==> config.mk <==
export PLATFORM = sky130hd
export DESIGN_NAME = dispenser_command_frame_builder_flat
export DESIGN_NICKNAME = d
export VERILOG_FILES = /design/src/rtl/core/dcfb_pkg.sv /design/src/rtl/core/dcfb_if.sv /design/src/rtl/core/dcfb_ucode_rom.sv /design/src/rtl/core/dcfb_datapath.sv /design/src/rtl/core/dispenser_command_frame_builder.sv /design/src/flat_wrapper.sv
export SDC_FILE = /design/constraint.sdc
export NUM_CORES = 2
export LEC_CHECK = 0
export BUFFER_PORTS_ARGS = -buffer_cell sky130_fd_sc_hd__buf_2
export CAP_MARGIN = 40
export CORE_AREA = 2 2 228 230
export DETAILED_ROUTE_END_ITERATION = 8
export DIE_AREA = 0 0 230 232
export GPL_ROUTABILITY_DRIVEN = 0
export GPL_TIMING_DRIVEN = 0
export HOLD_SLACK_MARGIN = 0.15
export PLACE_DENSITY_LB_ADDON = 0.2
export SLEW_MARGIN = 20
export SYNTH_ARGS = -nofsm -noshare
export SYNTH_HDL_FRONTEND = slang
export SYNTH_SLANG_ARGS = --single-unit
==> constraint.sdc <==
create_clock -name clk -period 9.4 [get_ports clk]
set_input_delay 0.94 -clock clk [delete_from_list [all_inputs] [get_ports clk]]
set_output_delay 0.94 -clock clk [all_outputs]
set_load 0.02 [all_outputs]
==> src/rtl/core/dcfb_pkg.sv <==
//------------------------------------------------------------------------------
// dcfb_pkg
// Shared widths, codes and control-word types of the command frame builder.
//------------------------------------------------------------------------------
`default_nettype none

package dcfb_pkg;

	localparam int MAX_DIGITS = 10;
	localparam int CNT_W      = $clog2(MAX_DIGITS + 1);
	localparam int IDX_W      = (MAX_DIGITS > 1) ? $clog2(MAX_DIGITS) : 1;

	localparam int BYTE_W     = 8;
	localparam int VAL_W      = 32;
	localparam int DCNT_W     = 4;
	localparam int CFG_IDX_W  = 4;
	localparam int PC_W       = 4;
	localparam int SRC_W      = 3;
	localparam int JMP_W      = 3;

	// register indexes
	localparam logic [CFG_IDX_W-1:0] REG_DELIM = 4'd0;
	localparam logic [CFG_IDX_W-1:0] REG_STX   = 4'd1;
	localparam logic [CFG_IDX_W-1:0] REG_GROUP = 4'd2;
	localparam logic [CFG_IDX_W-1:0] REG_ETX   = 4'd3;

	localparam logic [BYTE_W-1:0] RST_DELIM = 8'd127;
	localparam logic [BYTE_W-1:0] RST_STX   = 8'd2;
	localparam logic [BYTE_W-1:0] RST_GROUP = 8'd6;
	localparam logic [BYTE_W-1:0] RST_ETX   = 8'd3;

	// microprogram steps
	localparam logic [PC_W-1:0] STEP_WAIT   = 4'd0;
	localparam logic [PC_W-1:0] STEP_DIVM   = 4'd1;
	localparam logic [PC_W-1:0] STEP_DIVR   = 4'd2;
	localparam logic [PC_W-1:0] STEP_DELIM  = 4'd3;
	localparam logic [PC_W-1:0] STEP_START  = 4'd4;
	localparam logic [PC_W-1:0] STEP_ADDR   = 4'd5;
	localparam logic [PC_W-1:0] STEP_ADDRC  = 4'd6;
	localparam logic [PC_W-1:0] STEP_CMD    = 4'd7;
	localparam logic [PC_W-1:0] STEP_CMDC   = 4'd8;
	localparam logic [PC_W-1:0] STEP_DIG    = 4'd9;
	localparam logic [PC_W-1:0] STEP_DIGC   = 4'd10;
	localparam logic [PC_W-1:0] STEP_ETX1   = 4'd11;
	localparam logic [PC_W-1:0] STEP_ETX2   = 4'd12;
	localparam logic [PC_W-1:0] STEP_CHECK  = 4'd13;

	// byte sources
	localparam logic [SRC_W-1:0] SRC_DELIM = 3'd0;
	localparam logic [SRC_W-1:0] SRC_START = 3'd1;
	localparam logic [SRC_W-1:0] SRC_ADDR  = 3'd2;
	localparam logic [SRC_W-1:0] SRC_CMD   = 3'd3;
	localparam logic [SRC_W-1:0] SRC_DIGIT = 3'd4;
	localparam logic [SRC_W-1:0] SRC_PAIRC = 3'd5;
	localparam logic [SRC_W-1:0] SRC_ETX   = 3'd6;
	localparam logic [SRC_W-1:0] SRC_CHECK = 3'd7;

	// jump conditions
	localparam logic [JMP_W-1:0] JMP_NONE     = 3'd0;
	localparam logic [JMP_W-1:0] JMP_ALWAYS   = 3'd1;
	localparam logic [JMP_W-1:0] JMP_NODIG    = 3'd2;
	localparam logic [JMP_W-1:0] JMP_DIV_MORE = 3'd3;
	localparam logic [JMP_W-1:0] JMP_DIG_MORE = 3'd4;

	typedef struct packed {
		logic             take_req;
		logic             emit;
		logic             div_mul;
		logic             div_rem;
		logic             load_pair;
		logic             xor_etx;
		logic             dig_dec;
		logic             last;
		logic [SRC_W-1:0] src;
		logic [JMP_W-1:0] jmp;
		logic [PC_W-1:0]  target;
	} ctl_t;

	typedef struct packed {
		logic nodig;
		logic div_more;
		logic dig_more;
	} stat_t;

endpackage

`default_nettype wire

==> src/rtl/core/dcfb_if.sv <==
//------------------------------------------------------------------------------
// dcfb_if
// Request and frame-byte channels with valid/ready transfer.
//------------------------------------------------------------------------------
`default_nettype none

interface dcfb_req_if;
	import dcfb_pkg::*;
	logic              valid;
	logic              ready;
	logic [BYTE_W-1:0] channel;
	logic [BYTE_W-1:0] cmd_byte;
	logic [VAL_W-1:0]  value;
	logic [DCNT_W-1:0] digit_count;
	modport source(output valid, channel, cmd_byte, value, digit_count, input ready);
	modport sink(input valid, channel, cmd_byte, value, digit_count, output ready);
endinterface

interface dcfb_frame_if;
	import dcfb_pkg::*;
	logic              valid;
	logic              ready;
	logic [BYTE_W-1:0] frame_byte;
	logic              last_of_frame;
	modport source(output valid, frame_byte, last_of_frame, input ready);
	modport sink(input valid, frame_byte, last_of_frame, output ready);
endinterface

`default_nettype wire

==> src/rtl/core/dcfb_ucode_rom.sv <==
//------------------------------------------------------------------------------
// dcfb_ucode_rom
// Microprogram table: one control word per step of the frame sequencer.
//------------------------------------------------------------------------------
`default_nettype none

module dcfb_ucode_rom (
	input  wire logic [dcfb_pkg::PC_W-1:0] pc,
	output dcfb_pkg::ctl_t                 ctl
);
	import dcfb_pkg::*;

	always_comb begin
		ctl = '0;
		unique case (pc)
			STEP_WAIT: begin
				ctl.take_req = 1'b1;
			end
			STEP_DIVM: begin
				ctl.div_mul = 1'b1;
				ctl.jmp     = JMP_NODIG;
				ctl.target  = STEP_DELIM;
			end
			STEP_DIVR: begin
				ctl.div_rem = 1'b1;
				ctl.jmp     = JMP_DIV_MORE;
				ctl.target  = STEP_DIVM;
			end
			STEP_DELIM: begin
				ctl.emit = 1'b1;
				ctl.src  = SRC_DELIM;
			end
			STEP_START: begin
				ctl.emit = 1'b1;
				ctl.src  = SRC_START;
			end
			STEP_ADDR: begin
				ctl.emit      = 1'b1;
				ctl.load_pair = 1'b1;
				ctl.src       = SRC_ADDR;
			end
			STEP_ADDRC: begin
				ctl.emit = 1'b1;
				ctl.src  = SRC_PAIRC;
			end
			STEP_CMD: begin
				ctl.emit      = 1'b1;
				ctl.load_pair = 1'b1;
				ctl.src       = SRC_CMD;
			end
			STEP_CMDC: begin
				ctl.emit   = 1'b1;
				ctl.src    = SRC_PAIRC;
				ctl.jmp    = JMP_NODIG;
				ctl.target = STEP_ETX1;
			end
			STEP_DIG: begin
				ctl.emit      = 1'b1;
				ctl.load_pair = 1'b1;
				ctl.src       = SRC_DIGIT;
			end
			STEP_DIGC: begin
				ctl.emit    = 1'b1;
				ctl.dig_dec = 1'b1;
				ctl.src     = SRC_PAIRC;
				ctl.jmp     = JMP_DIG_MORE;
				ctl.target  = STEP_DIG;
			end
			STEP_ETX1: begin
				ctl.emit    = 1'b1;
				ctl.xor_etx = 1'b1;
				ctl.src     = SRC_ETX;
			end
			STEP_ETX2: begin
				ctl.emit = 1'b1;
				ctl.src  = SRC_ETX;
			end
			STEP_CHECK: begin
				ctl.emit   = 1'b1;
				ctl.last   = 1'b1;
				ctl.src    = SRC_CHECK;
				ctl.jmp    = JMP_ALWAYS;
				ctl.target = STEP_WAIT;
			end
			default: begin
				ctl.jmp    = JMP_ALWAYS;
				ctl.target = STEP_WAIT;
			end
		endcase
	end

endmodule

`default_nettype wire

==> src/rtl/core/dcfb_datapath.sv <==
//------------------------------------------------------------------------------
// dcfb_datapath
// Config registers, request latch, divide-by-ten digit unit, digit store,
// pair/check registers and frame byte select.
//------------------------------------------------------------------------------
`default_nettype none

module dcfb_datapath (
	input  wire logic                           clk,
	input  wire logic                           arst_n,
	input  wire logic                           cfg_we,
	input  wire logic [dcfb_pkg::CFG_IDX_W-1:0] cfg_index,
	input  wire logic [dcfb_pkg::BYTE_W-1:0]    cfg_data,
	input  wire logic                           req_fire,
	input  wire logic [dcfb_pkg::BYTE_W-1:0]    channel,
	input  wire logic [dcfb_pkg::BYTE_W-1:0]    cmd_byte,
	input  wire logic [dcfb_pkg::VAL_W-1:0]     value,
	input  wire logic [dcfb_pkg::DCNT_W-1:0]    digit_count,
	input  dcfb_pkg::ctl_t                      ctl,
	input  wire logic                           step_go,
	output logic [dcfb_pkg::BYTE_W-1:0]         byte_out,
	output dcfb_pkg::stat_t                     stat
);
	import dcfb_pkg::*;

	localparam int POW_W  = 34;
	localparam int QUOT_W = 29;
	localparam int PROD_W = 2 * VAL_W;
	localparam int RSHIFT = 35;
	localparam logic [VAL_W-1:0]  RECIP10   = 32'hCCCC_CCCD;
	localparam logic [BYTE_W-1:0] RECIP15   = 8'd137;
	localparam logic [BYTE_W-1:0] COMP_MASK = 8'h7F;
	localparam logic [BYTE_W-1:0] CHK_MARK  = 8'h40;
	localparam logic [3:0]        ADDR_HI   = 4'h2;
	localparam logic [3:0]        DIGIT_HI  = 4'h3;

	function automatic logic [POW_W-1:0] pow10(input logic [DCNT_W-1:0] d);
		case (d)
			4'd0:    pow10 = 34'd1;
			4'd1:    pow10 = 34'd10;
			4'd2:    pow10 = 34'd100;
			4'd3:    pow10 = 34'd1000;
			4'd4:    pow10 = 34'd10000;
			4'd5:    pow10 = 34'd100000;
			4'd6:    pow10 = 34'd1000000;
			4'd7:    pow10 = 34'd10000000;
			4'd8:    pow10 = 34'd100000000;
			4'd9:    pow10 = 34'd1000000000;
			default: pow10 = 34'd10000000000;
		endcase
	endfunction

	logic [BYTE_W-1:0] delim_q, stx_q, group_q, etx_q;
	logic [BYTE_W-1:0] addr_q, start_q, cmd_q, pair_q, check_q;
	logic [VAL_W-1:0]  val_q;
	logic [QUOT_W-1:0] quot_q;
	logic [CNT_W-1:0]  ndig_q, k_q, k_dec;
	logic [3:0]        digits_q [MAX_DIGITS];

	// request decode
	logic [DCNT_W-1:0]   dsat;
	logic [POW_W-1:0]    pw, pwm1;
	logic [VAL_W-1:0]    vclamp;
	logic [2*BYTE_W-1:0] ch_prod;
	logic [4:0]          grp;
	logic [3:0]          ch_rem, addr_lo;

	always_comb begin
		dsat    = (digit_count > DCNT_W'(MAX_DIGITS)) ? DCNT_W'(MAX_DIGITS) : digit_count;
		pw      = pow10(dsat);
		pwm1    = pw - POW_W'(1);
		vclamp  = ({{(POW_W-VAL_W){1'b0}}, value} >= pw) ? pwm1[VAL_W-1:0] : value;
		ch_prod = {{BYTE_W{1'b0}}, channel} * {{BYTE_W{1'b0}}, RECIP15};
		grp     = ch_prod[15:11];
		ch_rem  = channel[3:0] + grp[3:0];
		addr_lo = (channel < 8'd16) ? channel[3:0] : ch_rem;
	end

	// divide by ten
	logic [PROD_W-1:0] prod;
	logic [3:0]        tenq_lo, rem;

	always_comb begin
		prod    = {{VAL_W{1'b0}}, val_q} * {{VAL_W{1'b0}}, RECIP10};
		tenq_lo = {quot_q[0], 3'b000} + {quot_q[2:0], 1'b0};
		rem     = val_q[3:0] - tenq_lo;
		k_dec   = k_q - CNT_W'(1);
	end

	always_ff @(posedge clk or negedge arst_n) begin
		if (!arst_n) begin
			delim_q <= RST_DELIM;
			stx_q   <= RST_STX;
			group_q <= RST_GROUP;
			etx_q   <= RST_ETX;
			k_q     <= '0;
		end else begin
			if (cfg_we) begin
				unique case (cfg_index)
					REG_DELIM: delim_q <= cfg_data;
					REG_STX:   stx_q   <= cfg_data;
					REG_GROUP: group_q <= cfg_data;
					REG_ETX:   etx_q   <= cfg_data;
					default: begin
					end
				endcase
			end
			if (req_fire)
				k_q <= '0;
			else if (step_go && ctl.div_rem)
				k_q <= k_q + CNT_W'(1);
			else if (step_go && ctl.dig_dec)
				k_q <= k_dec;
		end
	end

	always_ff @(posedge clk) begin
		if (req_fire) begin
			cmd_q   <= cmd_byte;
			addr_q  <= {ADDR_HI, addr_lo};
			start_q <= (channel < 8'd16) ? stx_q : group_q + {3'b000, grp};
			val_q   <= vclamp;
			ndig_q  <= dsat[CNT_W-1:0];
			check_q <= '0;
		end else if (step_go) begin
			if (ctl.div_mul)
				quot_q <= prod[RSHIFT+QUOT_W-1:RSHIFT];
			if (ctl.div_rem) begin
				digits_q[k_q[IDX_W-1:0]] <= rem;
				val_q <= {{(VAL_W-QUOT_W){1'b0}}, quot_q};
			end
			if (ctl.load_pair) begin
				pair_q  <= byte_out;
				check_q <= check_q ^ byte_out;
			end
			if (ctl.xor_etx)
				check_q <= check_q ^ etx_q;
		end
	end

	always_comb begin
		case (ctl.src)
			SRC_DELIM: byte_out = delim_q;
			SRC_START: byte_out = start_q;
			SRC_ADDR:  byte_out = addr_q;
			SRC_CMD:   byte_out = cmd_q;
			SRC_DIGIT: byte_out = {DIGIT_HI, digits_q[k_dec[IDX_W-1:0]]};
			SRC_PAIRC: byte_out = pair_q ^ COMP_MASK;
			SRC_ETX:   byte_out = etx_q;
			SRC_CHECK: byte_out = check_q | CHK_MARK;
			default:   byte_out = delim_q;
		endcase
	end

	always_comb begin
		stat.nodig    = (ndig_q == '0);
		stat.div_more = ({1'b0, k_q} + (CNT_W+1)'(1)) < {1'b0, ndig_q};
		stat.dig_more = (k_q != CNT_W'(1));
	end

	a_k_range: assert property (@(posedge clk) disable iff (!arst_n)
		k_q <= CNT_W'(MAX_DIGITS))
		else $error("digit counter out of range");

	a_k_count: assert property (@(posedge clk) disable iff (!arst_n)
		(step_go && ctl.div_rem && !req_fire) |=> k_q == $past(k_q) + CNT_W'(1))
		else $error("digit counter missed an increment");

	a_k_clear: assert property (@(posedge clk) disable iff (!arst_n)
		req_fire |=> k_q == '0)
		else $error("digit counter not cleared on request");

endmodule

`default_nettype wire

==> src/rtl/core/dispenser_command_frame_builder.sv <==
//------------------------------------------------------------------------------
// dispenser_command_frame_builder
// Builds a dispenser command frame from one request, one byte per transfer.
//------------------------------------------------------------------------------
// Sequence: after the request transfer the sequencer runs one multiply and one
//   remainder step per digit, then emits each byte through an output register.
// Frame length: 9+2*d byte steps with d digits, each stalled while the output
//   slot is full; the next request is taken only after the last byte step.
// Reset: arst_n clears the step counter and output valid flag and reloads the
//   config registers; the block is ready right after reset.
`default_nettype none

module dispenser_command_frame_builder (
	input  wire logic                           clk,
	input  wire logic                           arst_n,
	input  wire logic                           cfg_we,
	input  wire logic [dcfb_pkg::CFG_IDX_W-1:0] cfg_index,
	input  wire logic [dcfb_pkg::BYTE_W-1:0]    cfg_data,
	dcfb_req_if.sink                            req,
	dcfb_frame_if.source                        frame
);
	import dcfb_pkg::*;

	logic [PC_W-1:0]   pc_q;
	ctl_t              ctl;
	stat_t             stat;
	logic [BYTE_W-1:0] byte_nxt;
	logic              out_valid_q, out_last_q;
	logic [BYTE_W-1:0] out_byte_q;
	logic              req_fire, slot_free, step_go, emit_fire, jump;

	dcfb_ucode_rom u_rom (
		.pc  (pc_q),
		.ctl (ctl)
	);

	dcfb_datapath u_dp (
		.clk          (clk),
		.arst_n       (arst_n),
		.cfg_we       (cfg_we),
		.cfg_index    (cfg_index),
		.cfg_data     (cfg_data),
		.req_fire     (req_fire),
		.channel      (req.channel),
		.cmd_byte     (req.cmd_byte),
		.value        (req.value),
		.digit_count  (req.digit_count),
		.ctl          (ctl),
		.step_go      (step_go),
		.byte_out     (byte_nxt),
		.stat         (stat)
	);

	assign req.ready = ctl.take_req;
	assign req_fire  = req.valid && ctl.take_req;
	assign slot_free = !out_valid_q || frame.ready;
	assign emit_fire = ctl.emit && slot_free;
	assign step_go   = ctl.take_req ? req_fire : (ctl.emit ? slot_free : 1'b1);

	always_comb begin
		unique case (ctl.jmp)
			JMP_NONE:     jump = 1'b0;
			JMP_ALWAYS:   jump = 1'b1;
			JMP_NODIG:    jump = stat.nodig;
			JMP_DIV_MORE: jump = stat.div_more;
			JMP_DIG_MORE: jump = stat.dig_more;
			default:      jump = 1'b1;
		endcase
	end

	always_ff @(posedge clk or negedge arst_n) begin
		if (!arst_n) begin
			pc_q        <= STEP_WAIT;
			out_valid_q <= 1'b0;
		end else begin
			if (step_go)
				pc_q <= jump ? ctl.target : pc_q + PC_W'(1);
			if (emit_fire)
				out_valid_q <= 1'b1;
			else if (frame.ready)
				out_valid_q <= 1'b0;
		end
	end

	always_ff @(posedge clk) begin
		if (emit_fire) begin
			out_byte_q <= byte_nxt;
			out_last_q <= ctl.last;
		end
	end

	assign frame.valid         = out_valid_q;
	assign frame.frame_byte    = out_byte_q;
	assign frame.last_of_frame = out_last_q;

	a_req_start: assert property (@(posedge clk) disable iff (!arst_n)
		req_fire |=> pc_q == STEP_DIVM)
		else $error("sequencer did not start after request transfer");

	a_emit_hold: assert property (@(posedge clk) disable iff (!arst_n)
		(ctl.emit && !slot_free) |=> $stable(pc_q))
		else $error("sequencer advanced while output slot was full");

	a_last_wait: assert property (@(posedge clk) disable iff (!arst_n)
		(emit_fire && ctl.last) |=> pc_q == STEP_WAIT)
		else $error("sequencer did not return after last byte");

	a_last_emit: assert property (@(posedge clk) disable iff (!arst_n)
		(emit_fire && ctl.last) |=> frame.valid && frame.last_of_frame)
		else $error("last byte not presented");

endmodule

`default_nettype wire
==> src/flat_wrapper.sv <==
// flat-port wrapper written by rule: the top's interface ports become plain ports
module dispenser_command_frame_builder_flat import dcfb_pkg::*;
  (clk, arst_n, cfg_we, cfg_index, cfg_data, req_valid, req_channel, req_cmd_byte, req_value, req_digit_count, req_ready, frame_valid, frame_frame_byte, frame_last_of_frame, frame_ready);
  dcfb_req_if req_i ();
  dcfb_frame_if frame_i ();
  input  wire logic clk;
  input  wire logic arst_n;
  input  wire logic cfg_we;
  input  wire logic [dcfb_pkg::CFG_IDX_W-1:0] cfg_index;
  input  wire logic [dcfb_pkg::BYTE_W-1:0] cfg_data;
  input wire logic [$bits(req_i.valid)-1:0] req_valid;
  input wire logic [$bits(req_i.channel)-1:0] req_channel;
  input wire logic [$bits(req_i.cmd_byte)-1:0] req_cmd_byte;
  input wire logic [$bits(req_i.value)-1:0] req_value;
  input wire logic [$bits(req_i.digit_count)-1:0] req_digit_count;
  output wire logic [$bits(req_i.ready)-1:0] req_ready;
  output wire logic [$bits(frame_i.valid)-1:0] frame_valid;
  output wire logic [$bits(frame_i.frame_byte)-1:0] frame_frame_byte;
  output wire logic [$bits(frame_i.last_of_frame)-1:0] frame_last_of_frame;
  input wire logic [$bits(frame_i.ready)-1:0] frame_ready;
  assign req_i.valid = req_valid;
  assign req_i.channel = req_channel;
  assign req_i.cmd_byte = req_cmd_byte;
  assign req_i.value = req_value;
  assign req_i.digit_count = req_digit_count;
  assign req_ready = req_i.ready;
  assign frame_valid = frame_i.valid;
  assign frame_frame_byte = frame_i.frame_byte;
  assign frame_last_of_frame = frame_i.last_of_frame;
  assign frame_i.ready = frame_ready;
  dispenser_command_frame_builder u_core (.clk(clk), .arst_n(arst_n), .cfg_we(cfg_we), .cfg_index(cfg_index), .cfg_data(cfg_data), .req(req_i), .frame(frame_i));
endmodule
# Word level (Yosys, flattened, before mapping)
# Memories as Yosys holds them, arrays and structs flattened.
# Cells that the tools add are included.
# op_classes
multipliers,2
eq_ne,27
n_addsub,9
reduce_logical,29
n_bitwise,4
mux,33
magnitude_cmp,4
# ops
cell,n
32-bit two-way mux,4
"32-bit by 32-bit multiplier with 64-bit output, second input constant",1
8-bit case mux with 8 select lines,1
7-bit case mux with 5 select lines,1
32-bit by 34-bit greater-or-equal comparator with 1-bit output,1
"32-bit by 1-bit subtractor with 32-bit output, second input constant",1
"4-bit == test, second input constant",6
4-bit two-way mux,6
8-bit two-way mux,3
3-bit case mux with 7 select lines,1
"4-bit by 2-bit == test with 1-bit output, second input constant",4
"4-bit by 3-bit == test with 1-bit output, second input constant",4
"8-bit by 8-bit multiplier with 16-bit output, second input constant",1
1-bit two-way mux,16
8-bit XOR,2
"3-bit == test, second input constant",5
"3-bit by 2-bit == test with 1-bit output, second input constant",4
4-bit zero test,3
2-bit AND reduction,6
11-bit OR reduction,1
9-bit OR reduction,1
"4-bit by 1-bit adder with 4-bit output, second input constant",2
4-bit adder,2
8-bit by 5-bit adder with 8-bit output,1
other kinds (21),31
# totals
memories,2
regBits,151
elab_cells,127
romBits,512
input_bits,69
ramBits,40
out_inout_bits,11
# mem_list
name,words,width,rd,rd_clocked_by_memory_dff,write_ports,line,rtl
(name not given),16,32,1,0,0,dcfb_datapath.sv:38,case (d)
u_core.u_dp.digits_q,10,4,1,0,1,dcfb_datapath.sv:58,logic [3:0] digits_q [MAX_DIGITS];

# Longest topological paths before layout
# depth
word_depth,9
depth_mapped,26
depth_no_buf,25

# Cells and area by module
# A second synthesis with hierarchy kept.
# hier_totals
hier_cells,2639
hier_area_um2,27724.1
# modules_own_cells
mod,instances,cells_per_inst,area_per_inst_um2
dcfb_datapath,1,2553,26845.7
dispenser_command_frame_builder,1,43,624.3
dcfb_ucode_rom,1,43,254.0

# Least setup slack after synthesis
# No wires, ideal clock.
# synth_path
path_type,reg2reg
start,register u_core.u_dp.val_q[16]
end,register u_core.u_dp.quot_q[25] (data pin)
setup_ns,0.259
path_buffers,1
path_stages_with_launch,26
t_required_ns,9.141
arrival_time_ns,6.826
setup_slack_ns,2.315
period_less_slack_ns,7.085
path_cell_list,edfxtp_1 -> ha_1 -> inv_1 -> fa_1 -> inv_1 -> fa_1 -> inv_1 -> fa_1 -> inv_1 -> fa_1 -> fa_1 -> fa_1 -> inv_1 -> fa_1 -> inv_1 -> ha_1 -> and3_1 -> buf_6 -> nand3_2 -> or4_4 -> a211oi_4 -> o31ai_4 -> o21a_1 -> o211ai_2 -> a21oi_1 -> xnor2_1
# synth_via
elab_chain_cells,1
# synth_lines
element,line,rtl
start: declaration,dcfb_datapath.sv:55,logic [VAL_W-1:0] val_q;
start signal: assignment,dcfb_datapath.sv:122,val_q <= vclamp;
start signal: assignment,dcfb_datapath.sv:130,"val_q <= {{(VAL_W-QUOT_W){1'b0}}, quot_q};"
32-bit by 32-bit multiplier with 64-bit output,dcfb_datapath.sv:84,"prod = {{VAL_W{1'b0}}, val_q} * {{VAL_W{1'b0}}, RECIP10};"
via u_core.u_dp.prod[60],dcfb_datapath.sv:80,logic [PROD_W-1:0] prod;
end signal: assignment,dcfb_datapath.sv:127,quot_q <= prod[RSHIFT+QUOT_W-1:RSHIFT];
end: declaration,dcfb_datapath.sv:56,logic [QUOT_W-1:0] quot_q;
# The timed path passes the listed nets, and every way through them passes these cells.
# A chain may end at the register's enable or synchronous reset.

# Worst setup path in the final report
# layout_path
start,register u_core.u_dp.val_q[0]
end,register u_core.u_dp.quot_q[18] (data pin)
# Same word-level chain as after synthesis.

==> results.json <==
{
  "status": "complete, no violations",
  "ys.flop_type": "edfxtp_1",
  "finClkSkew_ns": 0.0132,
  "antenna_cells": 0,
  "worstMarginPinSlew_ns": 0.862,
  "cts_buffer_depth": 2,
  "setup_viol": 0,
  "grt_max_degree": 33,
  "synthesis.instances": 2625,
  "cp_slowest_cell": "edfxtp_1",
  "synth_seq_area_share_pct": 19.9,
  "finalWirelength_um": 71100,
  "rows": 83,
  "drt-wirelength-per-cell_um": 20.7,
  "maxSlewViolCount": 0,
  "cp.arrival_ns": 8.68,
  "cts_root_buffer": "clkbuf_16",
  "cp-end-kind": "flip-flop",
  "crit_path_frequent_cell": "fa_1",
  "worstHoldPathType": "in -> async",
  "cts_resized": 0,
  "grtUsageTotal_pct": 27.6,
  "syn_area_sq_um": 27300,
  "async_flop_share_pct": 21.6,
  "yosys_warnings": 0,
  "finalCritPeriodShare_pct": 90.4,
  "criticalPathCategory": "reg -> reg",
  "pin_count": 80,
  "stdcell_area_sq_um": 29200,
  "startpoint": "u_core.u_dp.val_q[0]$_DFFE_PP_",
  "die_w_um": 230,
  "drv_cap": 0,
  "clkLatencyLatePin_ns": 0.45,
  "slew_headroom_pct": 41.9,
  "synth.distinct_cells": 84,
  "dp_hpwl_um": 61100,
  "clk_pin_slew_ns": 0.08,
  "reg2reg_slack_ns": 0.90,
  "syn_avg_cell_area_sq_um": 10.4,
  "synthMuxAreaShare_pct": 2.72,
  "crit_fanout": 10,
  "reg2reg_depth": 19,
  "cts_tree": "done",
  "drtIter0Drc": 1392,
  "startpoint_type": "flip-flop",
  "numCtsBuffers": 17,
  "max_stage_delay_ns": 0.87,
  "synth_top_family_by_area": "adder cells",
  "syn2layout_area_growth_pct": 7.07,
  "viasPerCell": 5.61,
  "rsz0062_at_grt": "false",
  "start_util_pct": 53.7,
  "yosys.area_share.simple_pct": 6.62,
  "grt-ovfl-total": 0,
  "layout.cells.most_common": "inv_1",
  "critPathTopFamily": "adder cells",
  "cts_hold_buf": 0,
  "drc": 0,
  "dieArea_sq_um": 53400,
  "final_cell_mix": "inv_1 (664), ha_1 (435), fa_1 (388)",
  "crit_required_ns": 9.58,
  "grt_pass1_wl_um": 112000,
  "r2r-start": "u_core.u_dp.val_q[0]$_DFFE_PP_",
  "placed_area_sq_um": 28600,
  "drive_gt1_share_pct": 8.01,
  "fin_crit_ns": 8.50,
  "setup_tns_ns": 0,
  "synth-compound-area-share_pct": 8.79,
  "path_buf_inv": 2,
  "antenna_found_initial": 2,
  "hold_viol_final": 0,
  "synthAdderAreaFrac_pct": 48.4,
  "fp.dieH_um": 232,
  "r2r-end": "u_core.u_dp.quot_q[18]$_DFFE_PP_",
  "cts.sinks": 190,
  "vias": 19200,
  "htree_levels": 4,
  "layout.nets": 3625,
  "fmax_mhz": 118,
  "dr.pass1.iters": 7,
  "syn-num-nets": 3517,
  "synth_edf_count": 142,
  "crit_chain": "ha_1, xor2_1, ha_1, fa_1, fa_1, fa_1, fa_1, fa_1, inv_1, fa_1, inv_1, ha_1, a21o_1, a2111oi_0, o31a_1, o31ai_2, a211oi_1, o21ai_0, xor2_1",
  "antenna_left": 0,
  "io_buffers": 78,
  "synthXorXnorAreaFrac_pct": 3.66,
  "coreArea_sq_um": 50900,
  "largest_reg_flops": 40,
  "post_cts_buffers": 0,
  "ys_seq_elements": 190,
  "grt_pass1_vias": 20100
}
[per-layer routing]
metal  vias up  wire length (um)  track usage [%]  share of wire [%]
li1       8768                 -                -                  -
met1      9656             29900             36.7                 42
met2       651             34700             47.4                 49
met3       132              4310             4.03                6.1
met4         4              2170             7.80                3.0
met5         -                26                0              0.037
[worst max path at each step]
| stage | endpoint | slack [ns] | cells past startpoint |
|---|---|---|---|
| floorplan | u_core.u_dp.quot_q[25]$_DFFE_PP_ | 2.31 | 25 |
| global placement | u_core.u_dp.quot_q[18]$_DFFE_PP_ | 0.93 | 22 |
| detailed placement | u_core.u_dp.quot_q[18]$_DFFE_PP_ | 0.88 | 23 |
| CTS | u_core.u_dp.quot_q[18]$_DFFE_PP_ | 0.82 | 22 |
| global route | u_core.u_dp.quot_q[26]$_DFFE_PP_ | 0.65 | 25 |
| finish | u_core.u_dp.quot_q[18]$_DFFE_PP_ | 0.90 | 19 |
[cell usage after synthesis, types with 6 or more instances]
library cell	n	area share, %
nor2b_1	13	0.30
dfrtp_1	29	2.7
nand3_1	23	0.42
dfxtp_1	7	0.51
mux4_2	8	0.66
o211ai_1	10	0.27
or2_2	6	0.14
a221oi_1	6	0.19
clkbuf_1	40	0.55
mux2_2	42	1.7
nor2_1	82	1.1
mux2i_1	9	0.33
edfxtp_1	142	16
nand4_1	30	0.69
a2bb2oi_1	7	0.22
nand2b_1	11	0.25
a221o_1	7	0.26
o31ai_1	10	0.27
xor2_1	51	1.6
a211oi_1	8	0.22
and3_1	11	0.25
dfstp_2	12	1.2
o21a_1	11	0.30
o21ai_0	53	0.97
fa_1	388	28
inv_1	664	9.1
nor4_1	8	0.18
nand2_1	124	1.7
a41oi_1	7	0.22
o21bai_1	7	0.19
ha_1	435	20
o311ai_0	7	0.22
nor3_1	22	0.40
xnor2_1	63	2.0
a21o_1	64	1.8
a31oi_1	9	0.21
and2_1	23	0.53
a21oi_1	95	1.7
[area by class of cell]
class / instances / area (sq um)
clock inverter: 14 / 153
buffer: 51 / 215
tap: 680 / 851
inverter: 664 / 2490
multi-input combinational: 1720 / 19200
fill: 4416 / 21600
sequential: 190 / 5450
clock buffer: 18 / 429
timing repair buffer: 89 / 482
[per-stage QoR]
step / instances / util, % / hold WS, ns / setup WS, ns
final: 3426 / 57.5 / 0.373 / 0.901
after floorplan: 2625 / - / 0.474 / 2.31
after CTS: 3421 / 57.4 / 0.371 / 0.825
after global routing: 3426 / 57.5 / 0.377 / 0.653
after detailed placement: 3389 / 56.3 / 0.491 / 0.879
after global placement: 3383 / 56.1 / 0.483 / 0.928
[kinds of logic after synthesis]
family | Yosys count
fa+ha+maj | 823
buf+inv | 715
simple gates | 374
compound gates | 350
flops | 190
xor+xnor | 114
mux | 59
Power is not shown: default switching activity piles up to over one toggle a cycle in this logic, so the estimate is an artifact.
